==> src/design/hkae_pkg.sv <==
// ----------------------------------------------------------------------------
// hkae_pkg: shared types and constants
// Event record, HID usage to ADB key code table, modifier key codes.
// ----------------------------------------------------------------------------
package hkae_pkg;

  localparam int KEY_W       = 8;
  localparam int ADB_W       = 7;
  localparam int INPUT_SLOTS = 6;
  localparam int MOD_BITS    = 8;
  localparam int MOD_PAIRS   = 4;
  localparam int MAX_EVENTS  = 16;
  localparam int EVT_CNT_W   = 4;

  localparam logic [KEY_W-1:0] NO_CODE = 8'hFF;
  localparam logic [KEY_W-1:0] NO_KEY  = 8'h00;

  // request kinds carried in req_type
  typedef enum logic {REQ_REPORT = 1'b0, REQ_DISCONNECT = 1'b1} req_kind_t;

  // one candidate event from a lane
  typedef struct packed {
    logic             vld;
    logic [ADB_W-1:0] code;
    logic             down;
  } key_evt_t;

  // ADB codes for Ctrl, Shift, Alt/Option, Gui/Command
  function automatic logic [ADB_W-1:0] mod_code(input logic [1:0] pair);
    logic [ADB_W-1:0] c;
    unique case (pair)
      2'd0: c = 7'h36;
      2'd1: c = 7'h38;
      2'd2: c = 7'h3A;
      2'd3: c = 7'h37;
    endcase
    return c;
  endfunction

  function automatic logic [KEY_W-1:0] adb_rom(input logic [KEY_W-1:0] usage);
    logic [KEY_W-1:0] c;
    unique case (usage)
      8'd4:   c = 8'h00;  8'd5:   c = 8'h0B;  8'd6:   c = 8'h08;  8'd7:   c = 8'h02;
      8'd8:   c = 8'h0E;  8'd9:   c = 8'h03;  8'd10:  c = 8'h05;  8'd11:  c = 8'h04;
      8'd12:  c = 8'h22;  8'd13:  c = 8'h26;  8'd14:  c = 8'h28;  8'd15:  c = 8'h25;
      8'd16:  c = 8'h2E;  8'd17:  c = 8'h2D;  8'd18:  c = 8'h1F;  8'd19:  c = 8'h23;
      8'd20:  c = 8'h0C;  8'd21:  c = 8'h0F;  8'd22:  c = 8'h01;  8'd23:  c = 8'h11;
      8'd24:  c = 8'h20;  8'd25:  c = 8'h09;  8'd26:  c = 8'h0D;  8'd27:  c = 8'h07;
      8'd28:  c = 8'h10;  8'd29:  c = 8'h06;
      8'd30:  c = 8'h12;  8'd31:  c = 8'h13;  8'd32:  c = 8'h14;  8'd33:  c = 8'h15;
      8'd34:  c = 8'h17;  8'd35:  c = 8'h16;  8'd36:  c = 8'h1A;  8'd37:  c = 8'h1C;
      8'd38:  c = 8'h19;  8'd39:  c = 8'h1D;
      8'd40:  c = 8'h24;  8'd41:  c = 8'h35;  8'd42:  c = 8'h33;  8'd43:  c = 8'h30;
      8'd44:  c = 8'h31;
      8'd45:  c = 8'h1B;  8'd46:  c = 8'h18;  8'd47:  c = 8'h21;  8'd48:  c = 8'h1E;
      8'd49:  c = 8'h2A;  8'd50:  c = 8'h32;  8'd51:  c = 8'h29;  8'd52:  c = 8'h27;
      8'd53:  c = 8'h0A;  8'd54:  c = 8'h2B;  8'd55:  c = 8'h2F;  8'd56:  c = 8'h2C;
      8'd57:  c = 8'h39;
      8'd58:  c = 8'h7A;  8'd59:  c = 8'h78;  8'd60:  c = 8'h63;  8'd61:  c = 8'h76;
      8'd62:  c = 8'h60;  8'd63:  c = 8'h61;  8'd64:  c = 8'h62;  8'd65:  c = 8'h64;
      8'd66:  c = 8'h65;  8'd67:  c = 8'h6D;  8'd68:  c = 8'h67;  8'd69:  c = 8'h6F;
      8'd70:  c = 8'h69;  8'd71:  c = 8'h6B;  8'd72:  c = 8'h71;
      8'd73:  c = 8'h72;  8'd74:  c = 8'h73;  8'd75:  c = 8'h74;  8'd76:  c = 8'h75;
      8'd77:  c = 8'h77;  8'd78:  c = 8'h79;
      8'd79:  c = 8'h3C;  8'd80:  c = 8'h3B;  8'd81:  c = 8'h3D;  8'd82:  c = 8'h3E;
      8'd83:  c = 8'h47;
      8'd84:  c = 8'h4B;  8'd85:  c = 8'h43;  8'd86:  c = 8'h4E;  8'd87:  c = 8'h45;
      8'd88:  c = 8'h4C;  8'd89:  c = 8'h53;  8'd90:  c = 8'h54;  8'd91:  c = 8'h55;
      8'd92:  c = 8'h56;  8'd93:  c = 8'h57;  8'd94:  c = 8'h58;  8'd95:  c = 8'h59;
      8'd96:  c = 8'h5B;  8'd97:  c = 8'h5C;  8'd98:  c = 8'h52;  8'd99:  c = 8'h41;
      8'd100: c = 8'h32;  8'd101: c = 8'h32;  8'd102: c = 8'h7F;  8'd103: c = 8'h51;
      8'd104: c = 8'h69;  8'd105: c = 8'h6B;  8'd106: c = 8'h71;
      // modifier usages, left then right
      8'd224: c = 8'h36;  8'd225: c = 8'h38;  8'd226: c = 8'h3A;  8'd227: c = 8'h37;
      8'd228: c = 8'h36;  8'd229: c = 8'h38;  8'd230: c = 8'h3A;  8'd231: c = 8'h37;
      default: c = NO_CODE;
    endcase
    return c;
  endfunction

endpackage

==> src/design/hkae_key_lane.sv <==
// ----------------------------------------------------------------------------
// hkae_key_lane: one key slot
// Release candidate for the old key, press candidate for the new key.
// ----------------------------------------------------------------------------
module hkae_key_lane #(
  parameter int KEY_SLOTS = 6
) (
  input  logic                                    en,
  input  logic [hkae_pkg::KEY_W-1:0]              old_key,
  input  logic [hkae_pkg::KEY_W-1:0]              new_key,
  input  logic [KEY_SLOTS-1:0][hkae_pkg::KEY_W-1:0] old_set,
  input  logic [KEY_SLOTS-1:0][hkae_pkg::KEY_W-1:0] new_set,
  output hkae_pkg::key_evt_t                      rel_ev,
  output hkae_pkg::key_evt_t                      prs_ev
);

  logic [KEY_SLOTS-1:0]         old_hit;
  logic [KEY_SLOTS-1:0]         new_hit;
  logic [hkae_pkg::KEY_W-1:0]   old_adb;
  logic [hkae_pkg::KEY_W-1:0]   new_adb;

  always_comb begin
    for (int j = 0; j < KEY_SLOTS; j++) begin
      old_hit[j] = (new_set[j] == old_key);
      new_hit[j] = (old_set[j] == new_key);
    end
  end

  assign old_adb = hkae_pkg::adb_rom(old_key);
  assign new_adb = hkae_pkg::adb_rom(new_key);

  assign rel_ev.vld  = en && (old_key != hkae_pkg::NO_KEY) && !(|old_hit)
                       && (old_adb != hkae_pkg::NO_CODE);
  assign rel_ev.code = old_adb[hkae_pkg::ADB_W-1:0];
  assign rel_ev.down = 1'b0;

  assign prs_ev.vld  = en && (new_key != hkae_pkg::NO_KEY) && !(|new_hit)
                       && (new_adb != hkae_pkg::NO_CODE);
  assign prs_ev.code = new_adb[hkae_pkg::ADB_W-1:0];
  assign prs_ev.down = 1'b1;

endmodule

==> config.mk <==
export PLATFORM = sky130hd
export DESIGN_NAME = hkae_key_lane
export DESIGN_NICKNAME = d
export VERILOG_FILES = /design/src/design/hkae_pkg.sv /design/src/design/hkae_key_lane.sv
export SDC_FILE = /design/constraint.sdc
export NUM_CORES = 1
export LEC_CHECK = 0
export BUFFER_PORTS_ARGS = -buffer_cell sky130_fd_sc_hd__buf_2
export CAP_MARGIN = 15
export CORE_ASPECT_RATIO = 1.2
export CORE_MARGIN = 2
export CORE_UTILIZATION = 58
export DETAILED_ROUTE_END_ITERATION = 16
export PLACE_DENSITY = 0.95
export SLEW_MARGIN = 20
export SYNTH_ARGS = -nofsm -noshare
export SYNTH_HDL_FRONTEND = slang
export SYNTH_SLANG_ARGS = --single-unit
==> constraint.sdc <==
create_clock -name vclk -period 4.7
set_clock_uncertainty 0.2 [all_clocks]
set_input_delay 0 -clock vclk [all_inputs]
set_output_delay 0 -clock vclk [all_outputs]
set_load 0.03 [all_outputs]
Yosys cells after proc, flatten, opt, wreduce, memory -nomap -nowiden

Memory sizes are Yosys's and may differ from the RTL's.
Index checks and enable logic that the tools add are counted.

Reduce and logical (&&, ||, !) cells: 12
Bitwise gates (word level): 0
Shifts and indexed selects: 0
$mul: 0
Eq/ne operators: 14
$add $sub $neg: 0
$lt $le $gt $ge: 0
Mux-type cells: 0
Div/mod/pow operators: 0

Operators by type and width:

| kind                 | count |
|---|---|
| $eq A8 B8 Y1         | 12 |
| $ne A8 B8 Y1 const B | 2 |
| $reduce_bool A8 Y1   | 2 |
| $reduce_or A6 Y1     | 2 |
| $logic_and A1 B1 Y1  | 6 |
| $logic_not A1 Y1     | 2 |

Bits in writable memories: 0
Bits in read-only memories: 4,096
Input port bits: 113
Register bits: 0
Memories kept: 2
Bits in latches: 0
Logic and storage cells: 28

Memories:

| memory           | depth | bits a word | rd ports | clocked after memory_dff | write ports | line           | source |
|---|---|---|---|---|---|---|---|
| (name not given) | 256   | 8           | 1        | 0                        | 0           | hkae_pkg.sv:42 | `unique case (usage)` |
| (name not given) | 256   | 8           | 1        | 0                        | 0           | hkae_pkg.sv:42 |  |

Logic depth before layout (Yosys ltp)

Gate-level depths: netlist of run 1.

Depth after elaboration: 5
Gate-level depth with buffers: 11

Worst setup path after synthesis of run 1

No wires, ideal clock.

Path type: input-to-output
Start point: input port old_key[1] (netlist name)
End point: output port rel_ev[8] (netlist name)
Arrival time: 2.949 ns
Path buffers: 3
Path slack: 1.551 ns
Cell stages on the path: 11
Data required time: 4.500 ns
Path through: clkbuf_1 > buf_2 > inv_1 > ha_1 > clkbuf_1 > mux2i_1 > mux2i_1 > o211ai_1 > a221oi_1 > and3_1 > a41oi_1

RTL lines:

| element         | line                | source |
|---|---|---|
| start, declared | hkae_key_lane.sv:9  | `input logic [hkae_pkg::KEY_W-1:0] old_key,` |
| end, declared   | hkae_key_lane.sv:13 | `output hkae_pkg::key_evt_t rel_ev,` |

==> summary by stage, run 1 <==
Routing
The first TritonRoute pass finished after 5 iterations. The DRC violation count after routing is 0. The via count normalized by instance count is approximately 6.8. The final layout contains routed wiring with a total length of about 13000 um.

The final route contains a little under 5k vias. After the first detailed-routing iteration, the DRC count stood at around 700. The detail route stage leaves a number of antenna-violating nets equal to 0. The routed wire length per instance is between 15 and 20 um.

STA
Setup repair after global routing left no endpoint under its margin. The hold violation count in the final report is 0. The normalized max-slew margin is 33.5%. Final hold analysis gives a worst-case slack of between 0.4 and 0.5 ns. Setup violations remaining at the end of the flow were counted as 0. After layout, the worst path uses a little under two thirds of the clock period.

After layout, the minimum clock period comes to around 3 ns. The slew at the pin with the worst max-slew slack is 0.997 ns. The number of slew-limit violations in the final report was 0. The aggregate negative setup slack is 0 ns. The fmax is ~330 MHz. In the post-route analysis, the smallest setup slack over all paths is approximately 1.7 ns.

Cells and area
The fraction of final layout cells sized beyond drive strength 1 is around 22%. The number of nets in the final layout is ~760. For this run, the share of the core covered by cells in the final layout is roughly 68%. The layout overhead on the synthesized area is 12.9%. The repair_antennas step left the layout with diodes totalling 0. The library cell used most frequently in the layout, excluding fill and tap cells, is sky130_fd_sc_hd__buf_2. The layout clock buffer count is 0.

Leaving out fill and tap cells, the most frequent cells in the layout are 129 x sky130_fd_sc_hd__buf_2, 56 x sky130_fd_sc_hd__xnor2_1, 51 x sky130_fd_sc_hd__nor2_1. The count of cells in the finished layout, fillers not included, comes to between 700 and 800. The design has 0 sequential cells. Across the whole layout, storage elements account for 0 sq um.

Clocking
The post-CTS setup repair buffer count is 0. The count of hold-fix buffers inserted at cts is 0. The number of gates resized after cts is 0.

Die
The initial utilization of the core area, before any placement, comes to around three fifths. The die covers around 0.0071 sq mm. The number of rows created at floorplan is 31. roughly 130 I/O pins were placed. The core area is between 0.006 and 0.007 sq mm.

The height of the die is just over 90 um. The horizontal extent of the die is 77.0 um.

Critical path
The classification of the worst setup path is in -> out. STA classifies the critical path startpoint as a primary input. The type of element capturing the critical path is an output pin. The data required time at the worst endpoint is approximately 4.5 ns. The data arrival at the endpoint of the critical path is approximately 2.8 ns.

The peak fanout along the critical path is between 40 and 50.

Global route
The initial antenna violation count is 0. Global routing finished with a remaining overflow of 0. The overall track demand over capacity in global routing is between 30% and 40%. The first global-routing pass estimated roughly 21000 um of wire.

Entering global routing, the biggest net connects 60 pins. The via count of the first global-routing pass was 4394.

Logic synthesis
The share of synthesized area in the top cell type comes to a little over an eighth. The sequential cell area fraction in the yosys report is 0%. sky130_fd_sc_hd__xnor2_1 takes more of the synthesized area than any other cell. After synthesis, the netlist uses 65 different library cells. The cell area after synthesis is 0.00371 sq mm. The synthesized area divided by synthesized cell count is around 6.7 sq um.

Yosys attributes the largest share of cell area to sky130_fd_sc_hd__xnor2_1 13%, sky130_fd_sc_hd__xor2_1 9.4%, sky130_fd_sc_hd__ha_1 6.1%. Synthesis handed over a netlist of between 500 and 600 instances. Counting every net in the synthesized netlist gives 686. The total of warnings raised by yosys is 0.

Worst hold path
The instance count along the most critical hold path is 6. The hold-critical path endpoint is rel_ev[8]. The path class of the tightest hold or removal check is in -> out.

The start point of the worst hold path is en.

Power and ir drop
The power density over cell area is ~110 mW/mm^2. The leakage component of the power is roughly 1.7 nW. The peak supply drop is 0.000120 V.

Placed design
The worst slack at placement is 1.83 ns. The detailed-placement wirelength estimate is 9690 um. The routability congestion estimate from global placement is between 1 and 1.5. The number of buffer cells added on primary ports is between 100 and 150. The placed instance count is ~710.

Job
The number of max-cap violations is 0.

Status
The run finished with clean final reports.
==> cell usage after synthesis, types with 5 or more instances <==
| cell | instances |
|---|---|
| sky130_fd_sc_hd__a211oi_1 | 9 |
| sky130_fd_sc_hd__buf_4 | 5 |
| sky130_fd_sc_hd__buf_2 | 29 |
| sky130_fd_sc_hd__nand2_1 | 25 |
| sky130_fd_sc_hd__a21oi_1 | 30 |
| sky130_fd_sc_hd__nand3_1 | 9 |
| sky130_fd_sc_hd__inv_1 | 18 |
| sky130_fd_sc_hd__xor2_1 | 40 |
| sky130_fd_sc_hd__nor2_1 | 51 |
| sky130_fd_sc_hd__xnor2_1 | 56 |
| sky130_fd_sc_hd__o21ai_0 | 26 |
| sky130_fd_sc_hd__a31oi_1 | 13 |
| sky130_fd_sc_hd__nor3_1 | 18 |
| sky130_fd_sc_hd__o22ai_1 | 6 |
| sky130_fd_sc_hd__clkbuf_1 | 16 |
| sky130_fd_sc_hd__nand2b_1 | 13 |
| sky130_fd_sc_hd__o311ai_0 | 8 |
| sky130_fd_sc_hd__nor4_1 | 13 |
| sky130_fd_sc_hd__mux2i_1 | 5 |
| sky130_fd_sc_hd__nand4_1 | 15 |
| sky130_fd_sc_hd__o211ai_1 | 5 |
| sky130_fd_sc_hd__and3_1 | 6 |
| sky130_fd_sc_hd__ha_1 | 18 |
| sky130_fd_sc_hd__nor2b_1 | 24 |
==> stage by stage <==
| step | power (mW) | cell area, sq um |
|---|---|---|
| 3_3_place_gp | 0.418 | 4190 |
| 3_5_place_dp | 0.425 | 4190 |
| 4_1_cts | 0.427 | 4190 |
| 2_1_floorplan | 0.305 | 3710 |
| 5_1_grt | 0.471 | 4190 |
| 6_report | 0.440 | 4190 |
==> where the power goes <==
group          leakage [nW]  internal [mW]  total (mW)  switching [mW]
clock                     0              0           0               0
sequential                0              0           0               0
combinational          1.71          0.173       0.440           0.267
==> logic make-up after synthesis <==
logic type | share of synthesized area (%)
AND/OR/NAND/NOR | 27.7
AO/OA/AOI/OAI | 31.0
other | 0.203
multiplexers | 3.27
XOR/XNOR | 22.7
buffers and inverters | 9.08
adder cells (fa/ha/maj) | 6.07
==> area by class of cell <==
type / count / area, sq um
inverter: 18 / 67.6
fill: 506 / 1940
multi-input combinational: 482 / 3370
timing repair buffer: 129 / 646
tap: 82 / 103
==> worst max-delay path by stage <==
stage | start | endpoint | slack (ns)
finish | new_key[2] | prs_ev[8] | 1.70
detailed placement | new_key[2] | prs_ev[8] | 1.83
floorplan | old_key[1] | rel_ev[8] | 1.55
global route | new_key[2] | prs_ev[8] | 1.55
global placement | new_key[2] | prs_ev[8] | 1.85
CTS | new_key[2] | prs_ev[8] | 1.83
==> critical path, stage by stage <==
cell and delay (ns):
sky130_fd_sc_hd__buf_2 0.66, sky130_fd_sc_hd__inv_1 0.45, sky130_fd_sc_hd__ha_1 0.42, sky130_fd_sc_hd__nor2_1 0.04, sky130_fd_sc_hd__a31oi_1 0.16, sky130_fd_sc_hd__nor2_1 0.05, sky130_fd_sc_hd__or3_1 0.37, sky130_fd_sc_hd__a21o_1 0.21
sky130_fd_sc_hd__a41oi_1 0.19, sky130_fd_sc_hd__buf_2 0.24
==> per-layer routing <==
metal  global-route usage [%]  share of wire (%)  up-vias
met3                     3.88                 11       71
met1                     44.1                 38     2191
met2                     60.4                 47      399
met5                        0                  0        -
li1                         -                  -     2194
met4                     15.0                4.2        0
(Power assumes the default switching activity.)
==> run 2: changes to the inputs <==
Settings changed: CORE_UTILIZATION 58 to 54.
Clock period 4.7 ns to 3.1 ns, I/O delays scaled along.
==> run 2 against run 1 <==
Against the previous run: clock-buffer cell count stayed put; critical path depth stayed put; flip-flop and latch count stayed put; largest power group unchanged.
==> summary by stage, run 2 (synthesis gave the netlist of run 1 again) <==
STA
In the final timing run, aggregate negative setup slack is 0 ns. In the finished design, the share of the clock period the worst path needs comes to 83.2%. The number of slew-limit violations in the final report is 0. Setup violations remaining at the end of the flow were counted as 0. Headroom to the max-slew limit came out at between 40% and 50%. At the pin with the least slew margin, the transition time is between 0.8 and 0.9 ns. The shortest period the worst path allows is between 2 and 3 ns.

The hold violation count in the final report was 0. The tightest hold path in the finished design has a slack of between 0.3 and 0.4 ns. For this run, the top clock speed supported by timing is about 390 MHz. Setup repair after global routing left no endpoint under its margin.

Critical path
The data arrival at the endpoint of the critical path is 2.38 ns. The cell family contributing the most delay on the critical path is compound AO/OA/AOI/OAI gates. Traced cell by cell, the critical path runs through buf_2 > buf_4 > ha_1 > nor2_1 > a211o_1 > a32o_1 > a311o_1 > a2111oi_2 > a41oi_1 > buf_2. STA puts the critical path data required time at roughly 2.9 ns.

The classification of the worst setup path is in -> out. The buffer and inverter count on the worst path is 3. The slowest cell on the critical path is sky130_fd_sc_hd__a311o_1. The type of element capturing the critical path is an output pin. The launching element of the worst setup path is new_key[0]. The peak fanout along the critical path is 12. The category of the worst setup path launch point is a primary input.

The cell that appears most often on the critical path is sky130_fd_sc_hd__buf_2. The largest stage delay on the critical path is around 0.37 ns.

Cells and area
Of the cells placed in the final design, the portion with a size suffix greater than 1 is about a quarter. The storage element area is 0 sq um. Leaving out fill and tap cells, the most frequent cells in the layout are 129 x sky130_fd_sc_hd__buf_2, 56 x sky130_fd_sc_hd__xnor2_1, 51 x sky130_fd_sc_hd__nor2_1. The layout overhead on the synthesized area is 16.7%. Cells fill around 64% of the core in the end. In the final design database the tool counted 779 nets. The final instance count without filler cells is 733. The antenna diode count is 0. Counting the clock-network buffers in the layout gives 0. The library cell used most frequently in the layout, excluding fill and tap cells, is sky130_fd_sc_hd__buf_2. The number of flip-flops and latches is 0.

Routing
The final layout contains routed wiring with a total length of 13900 um. The detailed-routing iteration count for the pre-antenna-repair pass is 6. The starting DRC count in detailed routing is about 770. In the final routed layout, each cell accounts on average for around 19 um.

Dividing the detail-routed via count by the number of cells gives 6.83. The total number of vias is 5003. The DRC violation count after routing is 0. Once detail routing completed, the nets flagged for antenna violations numbered 0.

Global route
The initial antenna violation count is 0. The via count of the first global-routing pass came to 4633. The total congestion overflow is 0. Global routing used roughly 35% of the available tracks. The largest net degree at the start of global routing is 50. The first global-routing pass estimated around 22000 um of wire.

Die
Row generation in the floorplan step produced 33 rows. The starting density of the core is 55.1%. The die footprint is around 0.0075 sq mm.

The floorplan step defined a core boundary enclosing approximately 0.0067 sq mm. The die is about 80 um wide. In this run the count of I/O pins placed on the die edge is 131.

The die is 94.8 um tall.

Placed design
The routability congestion estimate from global placement is around 1.1. The number of buffer cells added on primary ports is roughly 130. The detailed-placement wirelength estimate is around 10000 um.

Counting tap cells, the placed design contains a total of 733 instances.

Power and ir drop
The leakage component of the power is 1.80 nW. Across the VDD grid, the largest voltage drop is 0.000113 V. The power density over cell area is 160 mW/mm^2. The total design power is 692 uW.

Clocking
For this design, the CTS-stage hold fixing added 0 buffers. After clock tree synthesis, the setup repair step added 0 buffers. After clock tree synthesis, the repair step resized 0 gates.

Worst hold path
The start point of the worst hold path is en. The class of the tightest hold or removal check is in -> out.

Status
The run finished with clean final reports.

Job
The number of max-cap violations is 0.
run 2: cell types whose count changed in the layout (fill, tap and decap cells not counted), sizes merged:
| cell | before | now |
|---|---|---|
| buf | 129 | 146 |
run 2: final cells by class:
class	instances	area [sq um]
inverter	18	67.6
multi-input combinational	482	3380
fill	577	2400
tap	87	109
timing repair buffer	146	773
run 2: worst paths after layout:
| check | end | cells after the start |
|---|---|---|
| min | prs_ev[8] | 6 |
| max | prs_ev[8] | 10 |
run 2: report_power, final:
group | leakage [nW] | switching (mW) | internal, mW
sequential | 0 | 0 | 0
combinational | 1.80 | 0.414 | 0.278
clock | 0 | 0 | 0
total | 1.80 | 0.414 | 0.278
run 2: metal layers:
| layer | global-route usage [%] | vias to the layer above | wire length [um] |
|---|---|---|---|
| met2 | 60.9 | 450 | 6660 |
| met1 | 41.8 | 2217 | 4850 |
| met5 | 0 | - | 0 |
| met3 | 4.49 | 110 | 1480 |
| met4 | 20.3 | 0 | 923 |
| li1 | - | 2226 | - |
run 2: metrics by stage:
stage	cell area, sq um	setup slack [ns]
6_report	4330	0.521
5_1_grt	4330	0.289
4_1_cts	4330	0.557
3_5_place_dp	4330	0.569
3_3_place_gp	4330	0.602
2_1_floorplan	3710	0.0560
