<file path="config.mk">
export PLATFORM = sky130hd
export DESIGN_NAME = hkae_merge_flat
export DESIGN_NICKNAME = d
export VERILOG_FILES = /design/src/design/hkae_pkg.sv /design/src/design/hkae_out_if.sv /design/src/design/hkae_merge.sv /design/src/flat_wrapper.sv
export SDC_FILE = /design/constraint.sdc
export NUM_CORES = 1
export LEC_CHECK = 0
export BUFFER_PORTS_ARGS = -buffer_cell sky130_fd_sc_hd__buf_2
export CORE_MARGIN = 2
export CORE_UTILIZATION = 30
export CTS_CLUSTER_SIZE = 16
export DETAILED_ROUTE_END_ITERATION = 12
export PLACE_DENSITY = 0.54
export REMOVE_ABC_BUFFERS = 1
export SETUP_SLACK_MARGIN = 0.5
export SYNTH_ARGS = -nofsm -noshare
export SYNTH_HDL_FRONTEND = slang
export SYNTH_SLANG_ARGS = --single-unit
</file>
<file path="constraint.sdc">
create_clock -name clk -period 6.7 [get_ports clk]
set_input_delay 1.34 -clock clk [delete_from_list [all_inputs] [get_ports clk]]
set_output_delay 1.34 -clock clk [all_outputs]
set_load 0.005 [all_outputs]
</file>
<file path="src/design/hkae_pkg.sv">
// ----------------------------------------------------------------------------
// hkae_pkg: shared types and constants
// Event record, HID usage to ADB key code table, modifier key codes.
// ----------------------------------------------------------------------------
package hkae_pkg;

  localparam int KEY_W       = 8;
  localparam int ADB_W       = 7;
  localparam int INPUT_SLOTS = 6;
  localparam int MOD_BITS    = 8;
  localparam int MOD_PAIRS   = 4;
  localparam int MAX_EVENTS  = 16;
  localparam int EVT_CNT_W   = 4;

  localparam logic [KEY_W-1:0] NO_CODE = 8'hFF;
  localparam logic [KEY_W-1:0] NO_KEY  = 8'h00;

  // request kinds carried in req_type
  typedef enum logic {REQ_REPORT = 1'b0, REQ_DISCONNECT = 1'b1} req_kind_t;

  // one candidate event from a lane
  typedef struct packed {
    logic             vld;
    logic [ADB_W-1:0] code;
    logic             down;
  } key_evt_t;

  // ADB codes for Ctrl, Shift, Alt/Option, Gui/Command
  function automatic logic [ADB_W-1:0] mod_code(input logic [1:0] pair);
    logic [ADB_W-1:0] c;
    unique case (pair)
      2'd0: c = 7'h36;
      2'd1: c = 7'h38;
      2'd2: c = 7'h3A;
      2'd3: c = 7'h37;
    endcase
    return c;
  endfunction

  function automatic logic [KEY_W-1:0] adb_rom(input logic [KEY_W-1:0] usage);
    logic [KEY_W-1:0] c;
    unique case (usage)
      8'd4:   c = 8'h00;  8'd5:   c = 8'h0B;  8'd6:   c = 8'h08;  8'd7:   c = 8'h02;
      8'd8:   c = 8'h0E;  8'd9:   c = 8'h03;  8'd10:  c = 8'h05;  8'd11:  c = 8'h04;
      8'd12:  c = 8'h22;  8'd13:  c = 8'h26;  8'd14:  c = 8'h28;  8'd15:  c = 8'h25;
      8'd16:  c = 8'h2E;  8'd17:  c = 8'h2D;  8'd18:  c = 8'h1F;  8'd19:  c = 8'h23;
      8'd20:  c = 8'h0C;  8'd21:  c = 8'h0F;  8'd22:  c = 8'h01;  8'd23:  c = 8'h11;
      8'd24:  c = 8'h20;  8'd25:  c = 8'h09;  8'd26:  c = 8'h0D;  8'd27:  c = 8'h07;
      8'd28:  c = 8'h10;  8'd29:  c = 8'h06;
      8'd30:  c = 8'h12;  8'd31:  c = 8'h13;  8'd32:  c = 8'h14;  8'd33:  c = 8'h15;
      8'd34:  c = 8'h17;  8'd35:  c = 8'h16;  8'd36:  c = 8'h1A;  8'd37:  c = 8'h1C;
      8'd38:  c = 8'h19;  8'd39:  c = 8'h1D;
      8'd40:  c = 8'h24;  8'd41:  c = 8'h35;  8'd42:  c = 8'h33;  8'd43:  c = 8'h30;
      8'd44:  c = 8'h31;
      8'd45:  c = 8'h1B;  8'd46:  c = 8'h18;  8'd47:  c = 8'h21;  8'd48:  c = 8'h1E;
      8'd49:  c = 8'h2A;  8'd50:  c = 8'h32;  8'd51:  c = 8'h29;  8'd52:  c = 8'h27;
      8'd53:  c = 8'h0A;  8'd54:  c = 8'h2B;  8'd55:  c = 8'h2F;  8'd56:  c = 8'h2C;
      8'd57:  c = 8'h39;
      8'd58:  c = 8'h7A;  8'd59:  c = 8'h78;  8'd60:  c = 8'h63;  8'd61:  c = 8'h76;
      8'd62:  c = 8'h60;  8'd63:  c = 8'h61;  8'd64:  c = 8'h62;  8'd65:  c = 8'h64;
      8'd66:  c = 8'h65;  8'd67:  c = 8'h6D;  8'd68:  c = 8'h67;  8'd69:  c = 8'h6F;
      8'd70:  c = 8'h69;  8'd71:  c = 8'h6B;  8'd72:  c = 8'h71;
      8'd73:  c = 8'h72;  8'd74:  c = 8'h73;  8'd75:  c = 8'h74;  8'd76:  c = 8'h75;
      8'd77:  c = 8'h77;  8'd78:  c = 8'h79;
      8'd79:  c = 8'h3C;  8'd80:  c = 8'h3B;  8'd81:  c = 8'h3D;  8'd82:  c = 8'h3E;
      8'd83:  c = 8'h47;
      8'd84:  c = 8'h4B;  8'd85:  c = 8'h43;  8'd86:  c = 8'h4E;  8'd87:  c = 8'h45;
      8'd88:  c = 8'h4C;  8'd89:  c = 8'h53;  8'd90:  c = 8'h54;  8'd91:  c = 8'h55;
      8'd92:  c = 8'h56;  8'd93:  c = 8'h57;  8'd94:  c = 8'h58;  8'd95:  c = 8'h59;
      8'd96:  c = 8'h5B;  8'd97:  c = 8'h5C;  8'd98:  c = 8'h52;  8'd99:  c = 8'h41;
      8'd100: c = 8'h32;  8'd101: c = 8'h32;  8'd102: c = 8'h7F;  8'd103: c = 8'h51;
      8'd104: c = 8'h69;  8'd105: c = 8'h6B;  8'd106: c = 8'h71;
      // modifier usages, left then right
      8'd224: c = 8'h36;  8'd225: c = 8'h38;  8'd226: c = 8'h3A;  8'd227: c = 8'h37;
      8'd228: c = 8'h36;  8'd229: c = 8'h38;  8'd230: c = 8'h3A;  8'd231: c = 8'h37;
      default: c = NO_CODE;
    endcase
    return c;
  endfunction

endpackage

</file>
<file path="src/design/hkae_out_if.sv">
// ----------------------------------------------------------------------------
// hkae_out_if: ADB key event channel
// valid/ready handshake carrying one key event.
// ----------------------------------------------------------------------------
interface hkae_out_if;
  logic       valid;
  logic       ready;
  logic [6:0] adb_keycode;
  logic       key_down;
  logic       last_event;

  modport source (output valid, adb_keycode, key_down, last_event, input ready);
  modport sink   (input valid, adb_keycode, key_down, last_event, output ready);
endinterface

</file>
<file path="src/design/hkae_merge.sv">
// ----------------------------------------------------------------------------
// hkae_merge: event serializer
// Holds one request's candidates and sends them out in order, at most 16.
// ----------------------------------------------------------------------------
module hkae_merge #(
  parameter int EVT_SLOTS = 20
) (
  input  logic                               clk,
  input  logic                               rst_n,
  input  logic                               cand_valid,
  output logic                               cand_ready,
  input  hkae_pkg::key_evt_t [EVT_SLOTS-1:0] cand,
  hkae_out_if.source                         out_evt
);

  logic [EVT_SLOTS-1:0]                   vld_r, vld_nxt;
  hkae_pkg::key_evt_t [EVT_SLOTS-1:0]     evs_r;
  logic                                   busy_r, busy_nxt;
  logic [hkae_pkg::EVT_CNT_W-1:0]         cnt_r, cnt_nxt;
  logic                                   out_vld_r, out_vld_nxt;
  logic [hkae_pkg::ADB_W-1:0]             code_r;
  logic                                   down_r;
  logic                                   last_r;

  logic [EVT_SLOTS-1:0]                   cand_vld;
  logic                                   cand_any;
  logic [EVT_SLOTS-1:0]                   first_oh;
  logic [EVT_SLOTS-1:0]                   remain;
  logic [hkae_pkg::ADB_W-1:0]             pick_code;
  logic                                   pick_down;
  logic                                   pick_last;
  logic                                   step;
  logic                                   load;

  always_comb begin
    for (int i = 0; i < EVT_SLOTS; i++) cand_vld[i] = cand[i].vld;
  end
  assign cand_any = |cand_vld;

  // lowest pending position goes first
  always_comb begin
    logic seen;
    seen      = 1'b0;
    pick_code = '0;
    pick_down = 1'b0;
    for (int i = 0; i < EVT_SLOTS; i++) begin
      first_oh[i] = vld_r[i] & ~seen;
      seen        = seen | vld_r[i];
      pick_code   = pick_code | (evs_r[i].code & {hkae_pkg::ADB_W{first_oh[i]}});
      pick_down   = pick_down | (evs_r[i].down & first_oh[i]);
    end
  end

  assign remain    = vld_r & ~first_oh;
  assign pick_last = (remain == '0)
                     || (cnt_r == hkae_pkg::EVT_CNT_W'(hkae_pkg::MAX_EVENTS - 1));
  assign step      = busy_r && (!out_vld_r || out_evt.ready);
  assign cand_ready = !cand_any || !busy_r || (step && pick_last);
  assign load      = cand_valid && cand_ready && cand_any;

  always_comb begin
    vld_nxt  = vld_r;
    busy_nxt = busy_r;
    cnt_nxt  = cnt_r;
    if (step) begin
      vld_nxt = remain;
      cnt_nxt = cnt_r + 1'b1;
      if (pick_last) busy_nxt = 1'b0;
    end
    if (load) begin
      vld_nxt  = cand_vld;
      busy_nxt = 1'b1;
      cnt_nxt  = '0;
    end
    if (step) out_vld_nxt = 1'b1;
    else if (out_evt.ready) out_vld_nxt = 1'b0;
    else out_vld_nxt = out_vld_r;
  end

  always_ff @(posedge clk) begin
    if (!rst_n) begin
      vld_r     <= '0;
      busy_r    <= 1'b0;
      cnt_r     <= '0;
      out_vld_r <= 1'b0;
    end else begin
      vld_r     <= vld_nxt;
      busy_r    <= busy_nxt;
      cnt_r     <= cnt_nxt;
      out_vld_r <= out_vld_nxt;
    end
  end

  always_ff @(posedge clk) begin
    if (load) evs_r <= cand;
    if (step) begin
      code_r <= pick_code;
      down_r <= pick_down;
      last_r <= pick_last;
    end
  end

  assign out_evt.valid       = out_vld_r;
  assign out_evt.adb_keycode = code_r;
  assign out_evt.key_down    = down_r;
  assign out_evt.last_event  = last_r;

endmodule

</file>
<file path="src/flat_wrapper.sv">
// flat-port wrapper written by rule: the top's interface ports become plain ports
module hkae_merge_flat 
#(
  parameter int EVT_SLOTS = 20
)
  (clk, rst_n, cand_valid, cand_ready, cand, out_evt_valid, out_evt_adb_keycode, out_evt_key_down, out_evt_last_event, out_evt_ready);
  hkae_out_if out_evt_i ();
  input  logic clk;
  input  logic rst_n;
  input  logic cand_valid;
  output logic cand_ready;
  input  hkae_pkg::key_evt_t [EVT_SLOTS-1:0] cand;
  output wire logic [$bits(out_evt_i.valid)-1:0] out_evt_valid;
  output wire logic [$bits(out_evt_i.adb_keycode)-1:0] out_evt_adb_keycode;
  output wire logic [$bits(out_evt_i.key_down)-1:0] out_evt_key_down;
  output wire logic [$bits(out_evt_i.last_event)-1:0] out_evt_last_event;
  input wire logic [$bits(out_evt_i.ready)-1:0] out_evt_ready;
  assign out_evt_valid = out_evt_i.valid;
  assign out_evt_adb_keycode = out_evt_i.adb_keycode;
  assign out_evt_key_down = out_evt_i.key_down;
  assign out_evt_last_event = out_evt_i.last_event;
  assign out_evt_i.ready = out_evt_ready;
  hkae_merge #(.EVT_SLOTS(EVT_SLOTS)) u_core (.clk(clk), .rst_n(rst_n), .cand_valid(cand_valid), .cand_ready(cand_ready), .cand(cand), .out_evt(out_evt_i));
endmodule
</file>
Word level (Yosys, flattened, before mapping) --
Cells that the tools add are included.
Operators by class: mux-type cells 7, add/subtract/negate cells 1, equality and inequality tests 1, bitwise logic cells 137, reductions and logical operators 18
Operator list (count):
- 7-bit AND | 20
- 7-bit OR | 19
- 20-bit 2-to-1 mux | 2
- 1-bit AND | 39
- 1-bit OR | 37
- 20-bit AND | 1
- 20-bit logical NOT | 1
- 1-bit NOT | 20
- 20-bit NOT | 1
- 20-bit OR reduction | 1
- 2-bit nonzero test | 3
- 1-bit 2-to-1 mux | 5
- 4-bit by 1-bit adder with 4-bit output, second input constant | 1
- 4-bit equality test, second input constant | 1
- 1-bit logical AND | 4
- 1-bit logical OR | 4
- 1-bit logical NOT | 3
- 2-bit AND reduction | 1
- 2-bit OR reduction | 1
Word-level totals: input port bits 184, register bits 195, output and inout port bits 11

Logic depth before layout (Yosys ltp) --
Gate-level depths: netlist of run 1.
depth in word-level cells 30, depth in mapped cells 11, gate-level depth less buffers 7

Worst setup path before layout of run 1 --
Ideal clock, no wire load.
kind reg-to-output, start point reg u_core.vld_r[2], end point out cand_ready, required time 5.360 ns, cell stages (with the launch flop) 9, arrival 2.325 ns, slack 3.035 ns, cells stage by stage dfxtp_1 buf_6 nor4_4 nand2_1 maj3_2 or3_1 or4_4 a21oi_1 or3_1
Between the ends: longest elaborated chain between the ends 25, elaborated cells between the ends (all ways) 58
Ends and longest elaborated chain:
- from (decl) | RTL line hkae_merge.sv:16 | logic [EVT_SLOTS-1:0] vld_r, vld_nxt;
- from (signal assigned) | RTL line hkae_merge.sv:87 | vld_r <= vld_nxt;
- 1-bit OR (17 in series) | RTL line hkae_merge.sv:48 | seen = seen | vld_r[i];
- 1-bit NOT | RTL line hkae_merge.sv:47 | first_oh[i] = vld_r[i] & ~seen;
- 1-bit AND | RTL line hkae_merge.sv:47
- 20-bit NOT | RTL line hkae_merge.sv:54 | assign remain = vld_r & ~first_oh;
- 20-bit AND (*) | RTL line hkae_merge.sv:54
- 20-bit logical NOT (*) | RTL line hkae_merge.sv:55 | assign pick_last = (remain == '0)
- 1-bit logical OR (*) | RTL line hkae_merge.sv:56 | || (cnt_r == hkae_pkg::EVT_CNT_W'(hkae_pkg::MAX_EVENTS - 1));
- 1-bit logical AND (*) | RTL line hkae_merge.sv:58 | assign cand_ready = !cand_any || !busy_r || (step && pick_last);
- 1-bit logical OR (*) | RTL line hkae_merge.sv:58
- to (decl) | RTL line flat_wrapper.sv:11 | output logic cand_ready;
Every way passes the cells marked *; elsewhere a longest branch is shown, timed or not.

Worst setup path after layout of run 1 --
start point reg u_core.vld_r[4], end point out cand_ready
Between the ends: longest elaborated chain between the ends 23, elaborated cells between the ends (all ways) 52
Ends and longest elaborated chain (RTL line):
- 1-bit OR (15 in series) | hkae_merge.sv:48
- 1-bit NOT | hkae_merge.sv:47
- 1-bit AND | hkae_merge.sv:47
- 20-bit NOT | hkae_merge.sv:54
- 20-bit AND (*) | hkae_merge.sv:54
- 20-bit logical NOT (*) | hkae_merge.sv:55
- 1-bit logical OR (*) | hkae_merge.sv:56
- 1-bit logical AND (*) | hkae_merge.sv:58
- 1-bit logical OR (*) | hkae_merge.sv:58
Marked as above.

==> impl_metrics.tcl, run 1 <==
set metrics [dict create \
    status "finished clean" \
    maxCapViolations 0 \
    fmax_mhz 204 \
    die_height_um 164 \
    met2_usage_pct 23.6 \
    antenna_found_initial 4 \
    avgViaCountPerCell 4.77 \
    wl_per_cell_um 18.8 \
    grt_overflow 0 \
    slew_violations 0 \
    cp.required_ns 5.36 \
    hpwlAfterDp_um 14300 \
    critPathArrivalTime_ns 3.56 \
    worst-path-max-fanout 21 \
    startpoint_type "register" \
    numPortBuffers 194 \
    root_buffer "clkbuf_16" \
    tightest_slew_ns 1.15 \
    finalSetupViolCount 0 \
    cts_tree "built" \
    relSlewSlack_pct 22.7 \
    grt_pass1_vias 5104 \
    top_usage_layer "met2" \
    clock_latency_ns 0.43 \
    antenna_left 0 \
    crit_path_top_delay_cell "a2111oi_0" \
    path_clk_slew_ns 0.07 \
    end_kind "output port" \
    p_leak_nw 3.48 \
    synth-seq-area-share_pct 72.8 \
    finalCriticalPeriod_ns 4.90 \
    core_um2 25200 \
    ios 195 \
    grtUsageTotal_pct 15.1 \
    clockBufferDepth 2 \
    yosys_warnings 0 \
    rows 58 \
    syn2layout_area_growth_pct 24.7 \
    ir_drop_v 0.000207 \
    ys_seq_elements 195 \
    synth_top_area_share_pct 66.0 \
    worst_hold_path_type "reg2reg" \
    avgSynthCellArea_um2 14.6 \
    initial_core_util_pct 30.5 \
    gp_congestion 0.767 \
    drtIter0Drc 508 \
    htreeDepth 4 \
    drt-pass1-iter-count 4 \
    finClkSkew_ns 0.0115 \
    synth-edff-count 169 \
    total_power_mw 4.06 \
    synth.most_common_cell "edfxtp_1" \
    nNetsFinal 904 \
    finalWirelength_um 20000 \
    worstReg2RegStart "u_core.vld_r[4]$_SDFFE_PN0P_" \
    syn_inst 527 \
    async_reset_ff_share_pct 0 \
    path_cells "nor4_4, nand3_1, a2111oi_0, a211oi_1, or4_4, a21oi_1, or3_1, buf_2" \
    min_from "u_core.vld_r[19]$_SDFFE_PN0P_" \
    power_density_nw_per_um2 423 \
    numCtsBuffers 17 \
    fin_tns_setup_ns 0 \
    syn_area_um2 7690 \
    crit_type "reg2out" \
    cts_setup_buffers 0 \
    startpoint "u_core.vld_r[4]$_SDFFE_PN0P_" \
    ys_types 44 \
    drc 0 \
    synth_common_cells "edfxtp_1 (169), nand2_1 (56), a22oi_1 (42), dfxtp_1 (26), o21ai_0 (25)" \
    critical-path-max-stage-delay_ns 0.59 \
    use_met3_pct 4.47 \
    grt_pass1_wl_um 29600 \
    timing.final.crit_share_pct 73.2 \
    gr-usage-met1_pct 19.9 \
    dieWidth_um 164 \
    postCtsHoldBufs 0 \
    crit_family "simple AND/OR/NAND/NOR gates" \
    grt_max_degree 86 \
    synth.largest_area_cell "edfxtp_1" \
    synth_ff_type "edfxtp_1" \
    final_hold_viol_count 0 \
    crit_buf_inv 1 \
    vias 5073 \
    cts_sinks 195 \
    synth.area.top_cells "edfxtp_1 (66%), dfxtp_1 (6.8%), a22oi_1 (4.1%), mux2i_1 (2.7%), nand2_1 (2.7%)" \
    ctsResizeCount 0 \
    drive_above_1_share_pct 32.9 \
    die_area_um2 26900 \
    rsz0062_at_grt "false" \
]
## stage by stage
step	area (um2)	utilization, %	instances	hold WS, ns	worst slack [ns]
5_1_grt	9580	38.1	1062	0.553	1.36
6_report	9590	38.1	1064	0.518	1.80
3_3_place_gp	9010	35.8	1030	0.492	2.30
4_1_cts	9580	38.1	1062	0.515	1.76
2_1_floorplan	7530	-	500	0.465	0.629
3_5_place_dp	9010	35.8	1030	0.502	2.18
## flip-flops by register name (all words and copies together), names as in the netlist
register / count
u_core.evs_r: 160
u_core.vld_r: 20
u_core.out_evt.adb_keycode: 7
u_core.cnt_r: 4
u_core.busy_r: 1
u_core.out_evt.key_down: 1
u_core.out_evt.last_event: 1
u_core.out_evt.valid: 1
## power breakdown
| part | switching, mW | internal, mW |
|---|---|---|
| combinational | 0.676 | 0.368 |
| clock | 0.477 | 0.526 |
| sequential | 0.185 | 1.83 |
## layout make-up
type                            count  area (um2)
Tap cell                          330         413
Timing Repair Buffer              200        1040
Multi-Input combinational cell    299        1940
Sequential cell                   195        5600
Antenna cell                        2        5.00
Fill cell                        2406       15600
Clock inverter                     15         149
Inverter                            6        22.5
Clock buffer                       17         425
## final timing paths
path / to / slack, ns / cells after the start
worst max register to register: u_core.evs_r[171]$_DFFE_PP_ / 2.18 / 7
worst min-delay path: u_core.vld_r[19]$_SDFFE_PN0P_ / 0.52 / 2
worst max-delay path: cand_ready / 1.80 / 8
worst min register to register: u_core.vld_r[19]$_SDFFE_PN0P_ / 0.52 / 2
## cell families (layout without fill, tap and decap cells)
| kind of cell | after synthesis | after routing | share of synthesized area [%] |
|---|---|---|---|
| mux | 21 | 21 | 2.73 |
| other cells | 0 | 2 | 0 |
| flops | 195 | 195 | 72.8 |
| compound gates | 130 | 130 | 12.0 |
| fa+ha+maj | 4 | 4 | 0.586 |
| simple gates | 141 | 141 | 9.23 |
| buf+inv | 33 | 238 | 2.28 |
| xor+xnor | 3 | 3 | 0.342 |
## worst register-to-register path, cell delays in order, from the launching register on
cell       delay, ns
dfxtp_1         0.54
nor4_4          0.47
nand3_1         0.49
a2111oi_0       0.59
a211oi_1        0.09
or4_4           0.54
a31oi_4         0.90
buf_12          0.46
## cell usage in the layout (no fill, tap or decap), types with 5 or more instances in the layout
cell       Yosys  routed
inv_1          5       5
nand2_1       56      56
nor3b_1        6       6
buf_2          0     194
a21oi_1       17      17
nor3_1        13      13
a221oi_1      21      21
inv_8          0       5
nor2_1         9       9
o211ai_1       7       7
o21ai_0       25      25
mux2i_1       21      21
nand3_1       21      21
o311ai_0       6       6
edfxtp_1     169     169
dfxtp_1       26      26
a22oi_1       42      42
nor2b_1       11      11
clkbuf_16      0      17
nor4_1        10       8
## metal layers
layer  vias up  routed length, um  share of wire, %
met3        19               1220               6.1
li1       2480                  -                 -
met1      2424               9200                46
met2       146               9320                47
met4         4                276               1.4
met5         -                 20              0.10
Note: power is estimated with default switching activity, not from simulation.
==> run 2: changes to the inputs <==
- clock period: 6.7 -> 4.9 ns (I/O delays scaled with it)
==> impl_metrics.tcl, run 2 (synthesis results as in run 1) <==
set metrics [dict create \
    status "finished clean" \
    clockBufferDepth 2 \
    postCtsHoldBufs 0 \
    grtUsageTotal_pct 15.0 \
    fmax_mhz 236 \
    finalWirelength_um 20200 \
    gp_congestion 0.773 \
    final.fill_count 2420 \
    largest_reg_flops 160 \
    vias 5191 \
    finalCriticalPeriod_ns 4.23 \
    layout_commonest_cell "buf_2" \
    initial_core_util_pct 30.5 \
    avgViaCountPerCell 4.81 \
    ir_drop_v 0.000249 \
    grt_overflow 0 \
    post_dp_cell_area_um2 9140 \
    syn2layout_area_growth_pct 27.1 \
    antenna_left 0 \
    grt_pass1_vias 5111 \
    top_register "u_core.evs_r" \
    drive_above_1_share_pct 34.5 \
    hpwlAfterDp_um 14600 \
    timing.final.crit_share_pct 86.3 \
    final_cell_area_um2 9770 \
    numCtsBuffers 17 \
    drtIter0Drc 438 \
    worst_slack_ns 0.671 \
    drc 0 \
    finClkSkew_ns 0.0129 \
    path_clk_slew_ns 0.08 \
    cts_tree "built" \
    power_density_nw_per_um2 582 \
    maxCapViolations 0 \
    critPathArrivalTime_ns 3.25 \
    nNetsFinal 917 \
    final_hold_viol_count 0 \
    ios 195 \
    post-place-ws_ns 0.914 \
    worst-path-max-fanout 20 \
    finalSetupViolCount 0 \
    worst_hold_path_type "reg2reg" \
    startpoint_type "register" \
    numPortBuffers 194 \
    slew_violations 0 \
    tightest_slew_ns 1.06 \
    grt_pass1_wl_um 29700 \
    wl_per_cell_um 18.7 \
    antenna_found_initial 6 \
    p_leak_nw 3.57 \
    clock_latency_ns 0.43 \
    rsz0062_at_grt "false" \
    relSlewSlack_pct 29.1 \
    grt_max_degree 73 \
    end_kind "output port" \
    root_buffer "clkbuf_16" \
    dieWidth_um 164 \
    crit_type "reg2out" \
    cp.required_ns 3.92 \
    mostFrequentLayoutCells "buf_2 (194), edfxtp_1 (169), nand2_1 (56), a22oi_1 (42), dfxtp_1 (26)" \
    htreeDepth 4 \
    cts_sinks 195 \
    rows 58 \
    drt-pass1-iter-count 4 \
    die_area_um2 26900 \
    core_um2 25200 \
    die_height_um 164 \
]
run 2: per-stage QoR:
stage | total power, mW | setup TNS (ns) | instances | hold slack (ns) | utilization [%]
floorplan | 3.71 | -215.84 | 500 | 0.465 | -
global route | 6.02 | 0 | 1078 | 0.553 | 38.8
finish | 5.68 | 0 | 1079 | 0.507 | 38.8
CTS | 5.70 | 0 | 1073 | 0.512 | 38.6
detailed placement | 4.35 | 0 | 1041 | 0.500 | 36.3
global placement | 4.33 | 0 | 1041 | 0.487 | 36.3
run 2: path summary, 6_finish.rpt:
path                                      start                            end  slack [ns]  cells past startpoint
hold / removal    u_core.vld_r[19]$_SDFFE_PN0P_  u_core.vld_r[19]$_SDFFE_PN0P_        0.51                      2
hold reg to reg   u_core.vld_r[19]$_SDFFE_PN0P_  u_core.vld_r[19]$_SDFFE_PN0P_        0.51                      2
setup reg to reg   u_core.vld_r[5]$_SDFFE_PN0P_     u_core.evs_r[47]$_DFFE_PP_        1.21                     10
setup / recovery   u_core.vld_r[5]$_SDFFE_PN0P_                     cand_ready        0.67                     10
run 2: repair_timing:
item | 4_1_cts | 5_1_grt
pin swaps | 0 | 1
setup buffers | 0 | 2
resized for setup | 1 | 5
setup endpoints to repair | 1 | 1
run 2: layer usage:
metal | GRT usage (%) | share of wire, %
met5 | 0 | 0.13
met4 | 3.59 | 0.96
met3 | 4.04 | 6.1
met2 | 23.9 | 47
met1 | 20.4 | 46
run 2: where the power goes:
group,internal [mW],leakage [nW],switching [mW],total [mW]
clock,0.676,0.278,0.662,1.34
sequential,2.49,1.82,0.229,2.72
combinational,0.621,1.47,1.00,1.62
run 2: layout make-up:
type | instances | area [um2] | share of cell area [%]
tap | 330 | 413 | 4.23
sequential | 195 | 5600 | 57.3
timing repair buffer | 213 | 1190 | 12.2
clock inverter | 15 | 144 | 1.47
clock buffer | 17 | 425 | 4.36
multi-input combinational | 299 | 1970 | 20.2
antenna | 4 | 10.0 | 0.102
inverter | 6 | 22.5 | 0.231
run 2: worst max-delay path: stages, from the launching register on:
cell     delay (ns)
dfxtp_1        0.52
nor4_4         0.29
buf_4          0.19
buf_4          0.12
nand2_1        0.05
maj3_2         0.31
or3_1          0.37
or4_4          0.56
a21oi_1        0.19
or3_1          0.13
buf_2          0.10
